## config.mk

```make
export PLATFORM = sky130hd
export DESIGN_NAME = display_text_scroller
export DESIGN_NICKNAME = d
export VERILOG_FILES = /design/src/sv/dts_pkg.sv /design/src/sv/dts_step.sv /design/src/sv/display_text_scroller.sv
export SDC_FILE = /design/constraint.sdc
export NUM_CORES = 1
export LEC_CHECK = 0
export ABC_AREA = 1
export BUFFER_PORTS_ARGS = -buffer_cell sky130_fd_sc_hd__buf_2
export CORE_ASPECT_RATIO = 0.8
export CORE_UTILIZATION = 35
export CTS_CLUSTER_SIZE = 12
export DETAILED_ROUTE_END_ITERATION = 12
export PLACE_DENSITY_LB_ADDON = 0.3
export RECOVER_POWER = 50
export SLEW_MARGIN = 30
export SYNTH_ARGS = -nofsm -noshare
export SYNTH_HDL_FRONTEND = slang
export SYNTH_SLANG_ARGS = --single-unit
```

## constraint.sdc

```tcl
create_clock -name clk -period 8.48 [get_ports clk]
set_input_delay 1.272 -clock clk [delete_from_list [all_inputs] [get_ports clk]]
set_output_delay 1.272 -clock clk [all_outputs]
set_load 0.05 [all_outputs]
```

## src/sv/dts_pkg.sv

```systemverilog
// Shared types and constants for the display text scroller.
// Used by dts_step, display_text_scroller, dts_checker and the testbench; depends on nothing.
`timescale 1ns / 1ps

package dts_pkg;

	localparam int unsigned SizeW   = 16;
	localparam int unsigned SpeedW  = 12;
	localparam int unsigned PauseW  = 16;
	localparam int unsigned ModeW   = 2;
	localparam int unsigned OffsetW = 17;
	localparam int unsigned CfgIdxW = 2;
	localparam int unsigned CfgW    = 16;
	localparam int unsigned InW     = 40;
	localparam int unsigned OutW    = 24;

	localparam logic [ModeW-1:0] MODE_OFF    = 2'd0;
	localparam logic [ModeW-1:0] MODE_LOOP   = 2'd1;
	localparam logic [ModeW-1:0] MODE_BOUNCE = 2'd2;

	localparam logic [CfgIdxW-1:0] CFG_MODE   = 2'd0;
	localparam logic [CfgIdxW-1:0] CFG_SPEED  = 2'd1;
	localparam logic [CfgIdxW-1:0] CFG_PAUSE  = 2'd2;

	localparam logic [SpeedW-1:0] SPEED_RESET = 12'd16;

	// Status codes double as the scroll phase codes.
	typedef enum logic [2:0] {
		ST_NONE     = 3'd0,
		ST_PAUSED   = 3'd1,
		ST_STAGE1   = 3'd2,
		ST_STAGE2   = 3'd3,
		ST_FINISHED = 3'd4
	} status_t;

	typedef struct packed {
		logic [SizeW-1:0]  offset;     // magnitude; the shown offset is its negation
		status_t           phase;
		status_t           phase_prev;
		logic              pausing;
		logic [PauseW-1:0] delay;
	} scroll_state_t;

	localparam scroll_state_t STATE_RESET = '{
		offset:     '0,
		phase:      ST_NONE,
		phase_prev: ST_NONE,
		pausing:    1'b0,
		delay:      '0
	};

endpackage

```

## src/sv/dts_step.sv

```systemverilog
// Next-state and status logic for one scroller update.
// Purely combinational; uses types and constants from dts_pkg.
`timescale 1ns / 1ps

module dts_step (
	input  logic [dts_pkg::ModeW-1:0]  mode,
	input  logic [dts_pkg::SpeedW-1:0] speed,
	input  logic [dts_pkg::PauseW-1:0] pause_length,
	input  logic [dts_pkg::SizeW-1:0]  object_size,
	input  logic [dts_pkg::SizeW-1:0]  canvas_size,
	input  logic                       hold,
	input  dts_pkg::scroll_state_t     cur_state,
	output dts_pkg::scroll_state_t     nxt_state,
	output dts_pkg::status_t           status
);

	always_comb begin
		logic [dts_pkg::SizeW:0]   sum;
		logic [dts_pkg::SizeW-1:0] diff;
		dts_pkg::status_t          cur;
		dts_pkg::status_t          nxt;
		logic                      held;

		nxt_state = cur_state;
		status    = dts_pkg::ST_NONE;
		sum       = {1'b0, cur_state.offset} + {{(dts_pkg::SizeW + 1 - dts_pkg::SpeedW){1'b0}}, speed};
		diff      = object_size - canvas_size;
		cur       = cur_state.phase;
		nxt       = cur;
		held      = 1'b0;

		if (canvas_size > object_size || (mode != dts_pkg::MODE_LOOP &&
				mode != dts_pkg::MODE_BOUNCE) || speed == '0) begin
			status = dts_pkg::ST_NONE;
		end else if (hold) begin
			status = dts_pkg::ST_PAUSED;
		end else if (cur_state.pausing && cur_state.delay != '0) begin
			// count down an end hold
			nxt_state.delay = cur_state.delay - 1'b1;
			status          = dts_pkg::ST_PAUSED;
		end else begin
			nxt_state.pausing = 1'b0;
			nxt_state.delay   = '0;
			case (cur)
				dts_pkg::ST_FINISHED: begin
					nxt_state.offset = '0;
					nxt = dts_pkg::ST_STAGE1;
					if (pause_length != '0) begin
						nxt_state.pausing = 1'b1;
						nxt_state.delay   = pause_length;
					end
				end
				dts_pkg::ST_STAGE1: begin
					if (mode == dts_pkg::MODE_LOOP) begin
						// stage test uses the unsaturated sum
						if (sum > {1'b0, diff})
							nxt = dts_pkg::ST_STAGE2;
						nxt_state.offset = (sum > {1'b0, object_size}) ? object_size
							: sum[dts_pkg::SizeW-1:0];
					end else begin
						if (sum >= {1'b0, diff}) begin
							nxt_state.offset = diff;
							nxt = dts_pkg::ST_STAGE2;
						end else begin
							nxt_state.offset = sum[dts_pkg::SizeW-1:0];
						end
					end
				end
				dts_pkg::ST_STAGE2: begin
					if (mode == dts_pkg::MODE_LOOP) begin
						if (sum >= {1'b0, object_size}) begin
							nxt_state.offset = object_size;
							nxt = dts_pkg::ST_FINISHED;
						end else begin
							nxt_state.offset = sum[dts_pkg::SizeW-1:0];
						end
					end else begin
						// on the first step back, hold at the far edge if a pause length is set
						if (cur_state.phase_prev == dts_pkg::ST_STAGE1 && pause_length != '0) begin
							held              = 1'b1;
							nxt_state.pausing = 1'b1;
							nxt_state.delay   = pause_length;
						end
						if (!held) begin
							if ({{(dts_pkg::SizeW - dts_pkg::SpeedW){1'b0}}, speed} >=
									cur_state.offset) begin
								nxt_state.offset = '0;
								nxt = dts_pkg::ST_FINISHED;
							end else begin
								nxt_state.offset = cur_state.offset -
									{{(dts_pkg::SizeW - dts_pkg::SpeedW){1'b0}}, speed};
							end
						end
					end
				end
				default: begin
					// idle turns into stage one without moving
					cur = dts_pkg::ST_STAGE1;
					nxt = dts_pkg::ST_STAGE1;
				end
			endcase
			nxt_state.phase_prev = cur;
			nxt_state.phase      = nxt;
			status               = cur;
		end
	end

endmodule

```

## src/sv/display_text_scroller.sv

```systemverilog
// Top level of the display text scroller: input register, scroll state,
// result register and configuration registers. Depends on dts_pkg, dts_step.
`timescale 1ns / 1ps

//  channel   direction  fields (low bit up)
//  s_*       in         object_size[15:0], canvas_size[31:16], hold[32], zero pad
//  m_*       out        status[2:0], offset[19:3], zero pad
//  cfg_*     in         0 mode, 1 speed, 2 pause_length
//
//  One item per cycle while m_tready is high; each item passes the input
//  register, then the result register.
//  The scroll state updates as an item moves from the input register to the
//  result register, so consecutive items see each other's state directly.
//  Reset clears both valid flags and the scroll state and sets the config registers to their reset values.
//  With m_tready low the result holds; s_tready drops once the input register
//  is also full.

module display_text_scroller (
	input  logic                        clk,
	input  logic                        arst_n,
	input  logic                        s_tvalid,
	output logic                        s_tready,
	input  logic [dts_pkg::InW-1:0]     s_tdata,   // object_size, canvas_size, hold
	output logic                        m_tvalid,
	input  logic                        m_tready,
	output logic [dts_pkg::OutW-1:0]    m_tdata,   // status, offset
	input  logic                        cfg_we,
	input  logic [dts_pkg::CfgIdxW-1:0] cfg_index,
	input  logic [dts_pkg::CfgW-1:0]    cfg_data
);

	logic [dts_pkg::ModeW-1:0]  mode_q;
	logic [dts_pkg::SpeedW-1:0] speed_q;
	logic [dts_pkg::PauseW-1:0] pause_length_q;

	logic                       valid_s1;
	logic [dts_pkg::SizeW-1:0]  object_size_s1;
	logic [dts_pkg::SizeW-1:0]  canvas_size_s1;
	logic                       hold_s1;

	dts_pkg::scroll_state_t     state_q;
	dts_pkg::scroll_state_t     state_nxt;
	dts_pkg::status_t           status_nxt;

	logic                       valid_s2;
	dts_pkg::status_t           status_s2;
	logic [dts_pkg::OffsetW-1:0] offset_s2;

	logic                       advance;

	assign advance  = valid_s1 && (!valid_s2 || m_tready);
	assign s_tready = !valid_s1 || advance;

	always_ff @(posedge clk or negedge arst_n) begin
		if (!arst_n) begin
			mode_q         <= dts_pkg::MODE_OFF;
			speed_q        <= dts_pkg::SPEED_RESET;
			pause_length_q <= '0;
		end else if (cfg_we) begin
			unique case (cfg_index)
				dts_pkg::CFG_MODE:  mode_q         <= cfg_data[dts_pkg::ModeW-1:0];
				dts_pkg::CFG_SPEED: speed_q        <= cfg_data[dts_pkg::SpeedW-1:0];
				dts_pkg::CFG_PAUSE: pause_length_q <= cfg_data[dts_pkg::PauseW-1:0];
				default: ;
			endcase
		end
	end

	always_ff @(posedge clk or negedge arst_n) begin
		if (!arst_n) begin
			valid_s1 <= 1'b0;
		end else if (s_tready) begin
			valid_s1 <= s_tvalid;
		end
	end

	always_ff @(posedge clk) begin
		if (s_tready && s_tvalid) begin
			object_size_s1 <= s_tdata[dts_pkg::SizeW-1:0];
			canvas_size_s1 <= s_tdata[2*dts_pkg::SizeW-1:dts_pkg::SizeW];
			hold_s1        <= s_tdata[2*dts_pkg::SizeW];
		end
	end

	dts_step u_step (
		.mode         (mode_q),
		.speed        (speed_q),
		.pause_length (pause_length_q),
		.object_size  (object_size_s1),
		.canvas_size  (canvas_size_s1),
		.hold         (hold_s1),
		.cur_state    (state_q),
		.nxt_state    (state_nxt),
		.status       (status_nxt)
	);

	always_ff @(posedge clk or negedge arst_n) begin
		if (!arst_n) begin
			state_q  <= dts_pkg::STATE_RESET;
			valid_s2 <= 1'b0;
		end else begin
			if (advance)
				state_q <= state_nxt;
			if (advance)
				valid_s2 <= 1'b1;
			else if (m_tready)
				valid_s2 <= 1'b0;
		end
	end

	always_ff @(posedge clk) begin
		if (advance) begin
			status_s2 <= status_nxt;
			offset_s2 <= '0 - {1'b0, state_nxt.offset};
		end
	end

	assign m_tvalid = valid_s2;
	assign m_tdata  = {{(dts_pkg::OutW - dts_pkg::OffsetW - 3){1'b0}}, offset_s2, status_s2};

endmodule

```

Word level (Yosys, flattened, before mapping)
Index checks and enable logic that the tools add are counted.

operators by class
  bitwise logic cells = 3
  shifts and indexed selects = 0
  reductions and logical operators = 24
  multiply operators = 0
  divide/modulo/power cells = 0
  equality and inequality tests = 14
  $lt $le $gt $ge = 6
  $add $sub $neg = 5
  mux-type cells = 35

operator list
  operator                                                                 number
  16-bit 2-to-1 mux                                                        8
  39-bit 2-to-1 mux                                                        2
  17-bit 2-to-1 mux                                                        3
  16-bit case mux with 3 select lines                                      1
  17-bit by 16-bit greater-or-equal comparator with 1-bit output           2
  17-bit by 16-bit > comparator with 1-bit output                          2
  17-bit case mux with 2 select lines                                      1
  16-bit nonzero test                                                      2
  3-bit 2-to-1 mux                                                         8
  23-bit 2-to-1 mux                                                        1
  16-bit by 12-bit adder with 17-bit output                                1
  1-bit by 16-bit subtractor with 17-bit output, first input constant      1
  12-bit by 16-bit greater-or-equal comparator with 1-bit output           1
  16-bit > comparator                                                      1
  16-bit by 1-bit subtractor with 16-bit output, second input constant     1
  16-bit by 12-bit subtractor with 16-bit output                           1
  16-bit subtractor                                                        1
  12-bit logical NOT                                                       1
  1-bit 2-to-1 mux                                                         10
  3-bit by 2-bit equality test with 1-bit output, second input constant    3
  9-bit AND reduction                                                      1
  3-bit by 1-bit inequality test with 1-bit output, second input constant  2
  3-bit inequality test, second input constant                             2
  3-bit case mux with 2 select lines                                       1
  other kinds (16)                                                         30

word-level totals
  bits of input ports = 63
  bits in read-only memories = 0
  word-level logic and storage cells = 103
  memories kept = 0
  register bits = 124
  RAM bits = 0
  latch bits = 0
  output and inout bits = 26

Longest topological paths before layout
  word-level depth = 15
  depth in mapped cells = 35

Cells and area by module
A second synthesis with hierarchy kept.

unflattened totals
  cell total of the unflattened synthesis = 1,476
  area total of the unflattened synthesis = 10,503.8 um^2

modules (own cells, without submodules)
  module                 sequential area each (um^2)  instances  cells an instance  area an instance (um^2)
  dts_step               0.0                          1          1,055              5,733.0
  display_text_scroller  3,369.5                      1          421                4,770.8

Worst setup path before layout
No wires, ideal clock.

  path kind = register to register
  from = register object_size_s1[0] in the netlist's numbering
  to = register offset_s2[16] in the netlist's numbering (data pin)
  slack = 4.231 ns
  stages on the path, launching flop included = 33
  library setup time = 0.254 ns
  path buffers = 0
  arrival time = 3.995 ns
  path through = edfxtp_1 inv_1 ha_1 inv_1 fa_1 nand2_1 nand2_1 o21ai_2 inv_1 a21oi_1 o21bai_1 xor2_1 inv_1 ha_1 a21oi_1 nor2_1 a211oi_1 nand2_1 nand2_1 nand3_4 nand2_1 nand3_1 nand2_1 inv_1 nand2_1 nand3_1 nand2_1 ha_1 nand3_2 nor2_4 nand3_1 nor2_1 nand2_1

between the ends
  cells in the longest elaborated chain, start to end = 9
  elaborated cells on any way between the ends = 17
  those cells by class = add/sub (2); order compare (4); mux (9); reduce/logical (2)

RTL lines
  what                                                            line                          text
  start, declared                                                 display_text_scroller.sv:37   logic [dts_pkg::SizeW-1:0] object_size_s1;
  start signal, assigned                                          display_text_scroller.sv:79   object_size_s1 <= s_tdata[dts_pkg::SizeW-1:0];
  16-bit subtractor                                               dts_step.sv:27                diff = object_size - canvas_size;
  17-bit by 16-bit greater-or-equal comparator with 1-bit output  dts_step.sv:61                if (sum >= {1'b0, diff}) begin
  16-bit 2-to-1 mux                                               dts_step.sv:61
  16-bit 2-to-1 mux                                               dts_step.sv:54                if (mode == dts_pkg::MODE_LOOP) begin
  16-bit case mux with 3 select lines                             dts_step.sv:44                case (cur)
  23-bit 2-to-1 mux                                               dts_step.sv:37                end else if (cur_state.pausing && cur_state.delay != '0) begin
  39-bit 2-to-1 mux                                               dts_step.sv:35                end else if (hold) begin
  39-bit 2-to-1 mux (*)                                           dts_step.sv:32                if (canvas_size > object_size || (mode != dts_pkg::MODE_LOOP &&
  1-bit by 16-bit subtractor with 17-bit output (*)               display_text_scroller.sv:114  offset_s2 <= '0 - {1'b0, state_nxt.offset};
  end signal, assigned                                            display_text_scroller.sv:114
  end, declared                                                   display_text_scroller.sv:47   logic [dts_pkg::OffsetW-1:0] offset_s2;

Every way passes the cells marked *; elsewhere a longest branch is shown, timed or not.
A chain may end at the register's enable or synchronous reset.

Worst setup path after layout
  from = register speed_q[4] in the netlist's numbering
  to = register offset_s2[16] in the netlist's numbering (data pin)

between the ends
  cells in the longest elaborated chain, start to end = 9
  elaborated cells on any way between the ends = 20
  those cells by class = add/sub (3); order compare (4); mux (11); reduce/logical (2)

RTL lines
  what                                                                                          line                            text
  start, declared                                                                               display_text_scroller.sv:33     logic [dts_pkg::SpeedW-1:0] speed_q;
  start signal, assigned                                                                        display_text_scroller.sv:57     speed_q <= dts_pkg::SPEED_RESET;
  start signal, assigned                                                                        display_text_scroller.sv:62     dts_pkg::CFG_SPEED: speed_q <= cfg_data[dts_pkg::SpeedW-1:0];
  16-bit by 12-bit adder with 17-bit output, or another cell as far along                       dts_step.sv:26                  sum = {1'b0, cur_state.offset} + {{(dts_pkg::SizeW + 1 - dts_pkg::SpeedW){1'b0}}, speed};
  17-bit by 16-bit greater-or-equal comparator with 1-bit output, or another cell as far along  dts_step.sv:71                  if (sum >= {1'b0, object_size}) begin
  16-bit 2-to-1 mux (on tied branches)                                                          -
  16-bit 2-to-1 mux (on tied branches)                                                          dts_step.sv:70, dts_step.sv:54
  16-bit case mux with 3 select lines                                                           dts_step.sv:44
  23-bit 2-to-1 mux                                                                             dts_step.sv:37
  39-bit 2-to-1 mux                                                                             dts_step.sv:35
  39-bit 2-to-1 mux (*)                                                                         dts_step.sv:32
  1-bit by 16-bit subtractor with 17-bit output (*)                                             display_text_scroller.sv:114

Marked as above.

==> impl_results.md <==
* Share of cells above drive strength 1 at 13.42%
* Sequential power share at 24.6%
* #FFs+latches synth at 124
* Sw Ratio at 49.87%
* Initial antenna violation count at 0
* CTS tree: done
* Starting Density at 35.53%
* Core Util, Final at 39.80%
* Largest net degree at the start of global routing at 72
* Setup bufs post-CTS at 0
* Status: finished with violations
* Critical path startpoint category: flip-flop
* Initial drt markers at 767
* HP Class: reg -> reg
* Post-CTS Hold Fix Bufs at 0
* Final ANT Viol Nets at 0
* Vias at 8955
* PD cells at 334.8 mW/mm²
* Die width at 191.5 µm
* Worst vdd ir at 0.0001877 V
* Buf/Inv on CP at 3
* Clock slew at reported path FFs at 60 ps
* Crit Path Class: reg -> reg
* CTS resizes at 0
* WP data arrival at 6040 ps
* Headroom to the max-slew limit at -163.4%
* First-pass GRT wire length at 43000 µm
* Die H at 153.6 µm
* TNS Setup at 0 ps
* Leakage at 0.005587 µW
* GPL Wtd Cong at 0.9644
* Critical Path Sink Type: flip-flop
* RSZ-0062 raised after global routing: false
* Combinational power share at 56.5%
* Count of final hold-check violations at 0
* Final period utilization at 69.02%
* Area of the core at 0.02828 mm²
* CP required at 8670 ps
* Fin. max-slew vios at 106
* Count of warnings emitted by yosys at 0
* Worst-Skew Late Latency at 430 ps
* Min Tclk post-route at 5853 ps
* Clk_skew at 14.56 ps
* # IOs at 89
* Final setup vio count at 0
* Die ar. at 0.02940 mm²
* Avg Inst Size Synth at 7.336 µm²
* H-tree levels at 4
* Fmax at 170.9 MHz
* Kind of cell adding the most delay to the critical path: simple AND/OR/NAND/NOR gates
* Longest Clk Path Bufs at 2
* Vias in the first global route at 8116
* Post-detail-place hpwl at 20990 µm
* Clk sink count at 124
* Internal Power at 1889 µW
* Clock power share at 18.9%
* Fin nets at 1574
* Switching power at 1879 µW
* Avg WL per Cell at 14.80 µm
* Tot GR Track Use at 18.79%
* Synth unique cells at 53
* Slowest cell on the critical path: dfstp_2
* Site Rows at 55
* Synth Instances at 1370
* Synthesized area at 0.01005 mm²
* Slew @ Worst Pin at 3951 ps
* Cts bufs inserted at 17
* Vias per std cell at 4.931
* DRC errors left at 0
* Port buffer count at 77
* Worst-path maximum fanout at 17
* DR pass1 iterations at 5
* Detailed Route WL at 26880 µm
* Grt total ovfl at 0
* Seq/Total Area, Yosys at 33.53%
* Critical path's largest stage delay at 560 ps
* Clk root buf: clkbuf_16
* Failing checks: capacitance limit, slew limit
* Max Cap Violations at 2
* Antenna cell count at 0
* Post-synthesis to final-layout area growth at 12.00%
==> worst paths after layout <==
check / depth (start not counted) / startpoint / endpoint / slack [ps]
max: 27 / speed_q[4]$_DFFE_PN1P_ / offset_s2[16]$_DFFE_PP_ / 2630
min: 2 / state_q[17]$_DFFE_PN0P_ / state_q[17]$_DFFE_PN0P_ / 490
max reg2reg: 27 / speed_q[4]$_DFFE_PN1P_ / offset_s2[16]$_DFFE_PP_ / 2630
min reg2reg: 2 / state_q[17]$_DFFE_PN0P_ / state_q[17]$_DFFE_PN0P_ / 490
max in group asynchronous: 2 / arst_n / state_q[32]$_DFFE_PN0P_ / 3930
min in group asynchronous: 2 / arst_n / pause_length_q[1]$_DFFE_PN0P_ / 2320
==> tightest hold or removal path, stage by stage, from the launching register on <==
cell and delay (ps):
dfrtp_1 340, nand2_1 50, o21ai_0 60
==> metal layers <==
metal	routed length [µm]	share of wire, %	vias to the layer above	GRT usage [%]
met1	13850	52	4117	28.61
li1	-	-	4602	-
met5	0	0	-	0
met2	11290	42	214	27.07
met4	373	1.4	0	5.404
met3	1362	5.1	22	2.945
==> cells in the final DEF (no fill, tap or decap), drive strengths merged, types with 20 or more instances in the layout <==
cell type,netlist,routed
ha,75,75
edfxtp,53,53
nand4,20,20
o21ai,111,111
inv,191,198
buf,23,78
nand2,382,382
nand3,149,149
xor2,41,41
a21oi,57,57
dfrtp,70,70
nor2,99,99
clkbuf,19,22
==> cell families (layout without fill, tap and decap cells) <==
| logic type | after synthesis | after routing | synth area share [%] |
|---|---|---|---|
| and+or+nand+nor | 677 | 677 | 30.80 |
| buffers and inverters | 235 | 308 | 9.786 |
| AOI/OAI and AO/OA | 200 | 200 | 11.01 |
| DFF | 124 | 124 | 33.53 |
| adders and majority gates | 78 | 78 | 9.935 |
| xor gates and xnor gates | 50 | 50 | 4.358 |
| muxes | 5 | 5 | 0.5478 |
| other | 1 | 4 | 0.03731 |
==> flip-flops by register name, indices dropped and copies added (netlist names) <==
name	count
status_s2	3
state_q	39
speed_q	12
offset_s2	17
valid_s1	1
pause_length_q	16
mode_q	2
m_tvalid	1
canvas_size_s1	16
hold_s1	1
object_size_s1	16
==> synth_stat cells, drive strengths merged <==
cell type  instances  share of area (%)
nand4             20                1.2
o21ai            111                5.7
ha                75                9.3
a21oi             57                3.0
a21boi             2               0.19
nand3b             4               0.30
conb               1              0.037
nor2              99                4.2
xor2              41                3.6
nor4               3               0.19
fa                 3               0.60
o21bai             3               0.22
o211ai             4               0.30
a21o               6               0.45
nand2            382                 15
buf               23                1.7
xnor2              9               0.78
a22oi              2               0.15
inv              191                7.2
o21a               4               0.30
a31oi              8               0.50
o2111ai            1              0.087
a211oi             2               0.15
edfxtp            53                 16
and3               1              0.062
mux2i              1               0.10
or2                5               0.31
nand3            149                8.2
mux2               4               0.45
clkinv             2              0.087
dfstp              1               0.26
nor3              14               0.97
dfrtp             70                 17
clkbuf            19               0.72
==> per-stage QoR <==
stage                     power [µW]  instance area (µm²)  cells  setup WS, ps  hold WS (ps)
after CTS                       3784                11270   1816          2758         484.2
after detailed placement        3052                10710   1784          2758         466.8
after floorplan                 2579                10060   1373          4231         441.8
final                           3768                11260   1816          2627         486.6
after global placement          3010                10710   1784          2893         467.0
after global routing            4091                11260   1816          2173         520.6
==> cell type report <==
type | count | area (µm²)
repair buffers | 83 | 416.7
well taps | 370 | 462.9
clock buffers | 17 | 425.4
flip-flops and latches | 124 | 3369
inverters | 193 | 735.7
fillers | 2966 | 17030
multi-input cells | 1014 | 5708
clock inverters | 15 | 137.6
==> power by group through the flow <==
| stage | Combinational, µW | Clock, µW | Sequential [µW] |
|---|---|---|---|
| floorplan | 1530 | 0 | 1050 |
| global placement | 2080 | 0 | 932 |
| detailed placement | 2120 | 0 | 936 |
| CTS | 2120 | 733 | 926 |
| global route | 2390 | 753 | 949 |
| finish | 2130 | 713 | 926 |
No activity file was read; power rests on OpenSTA's default activity.
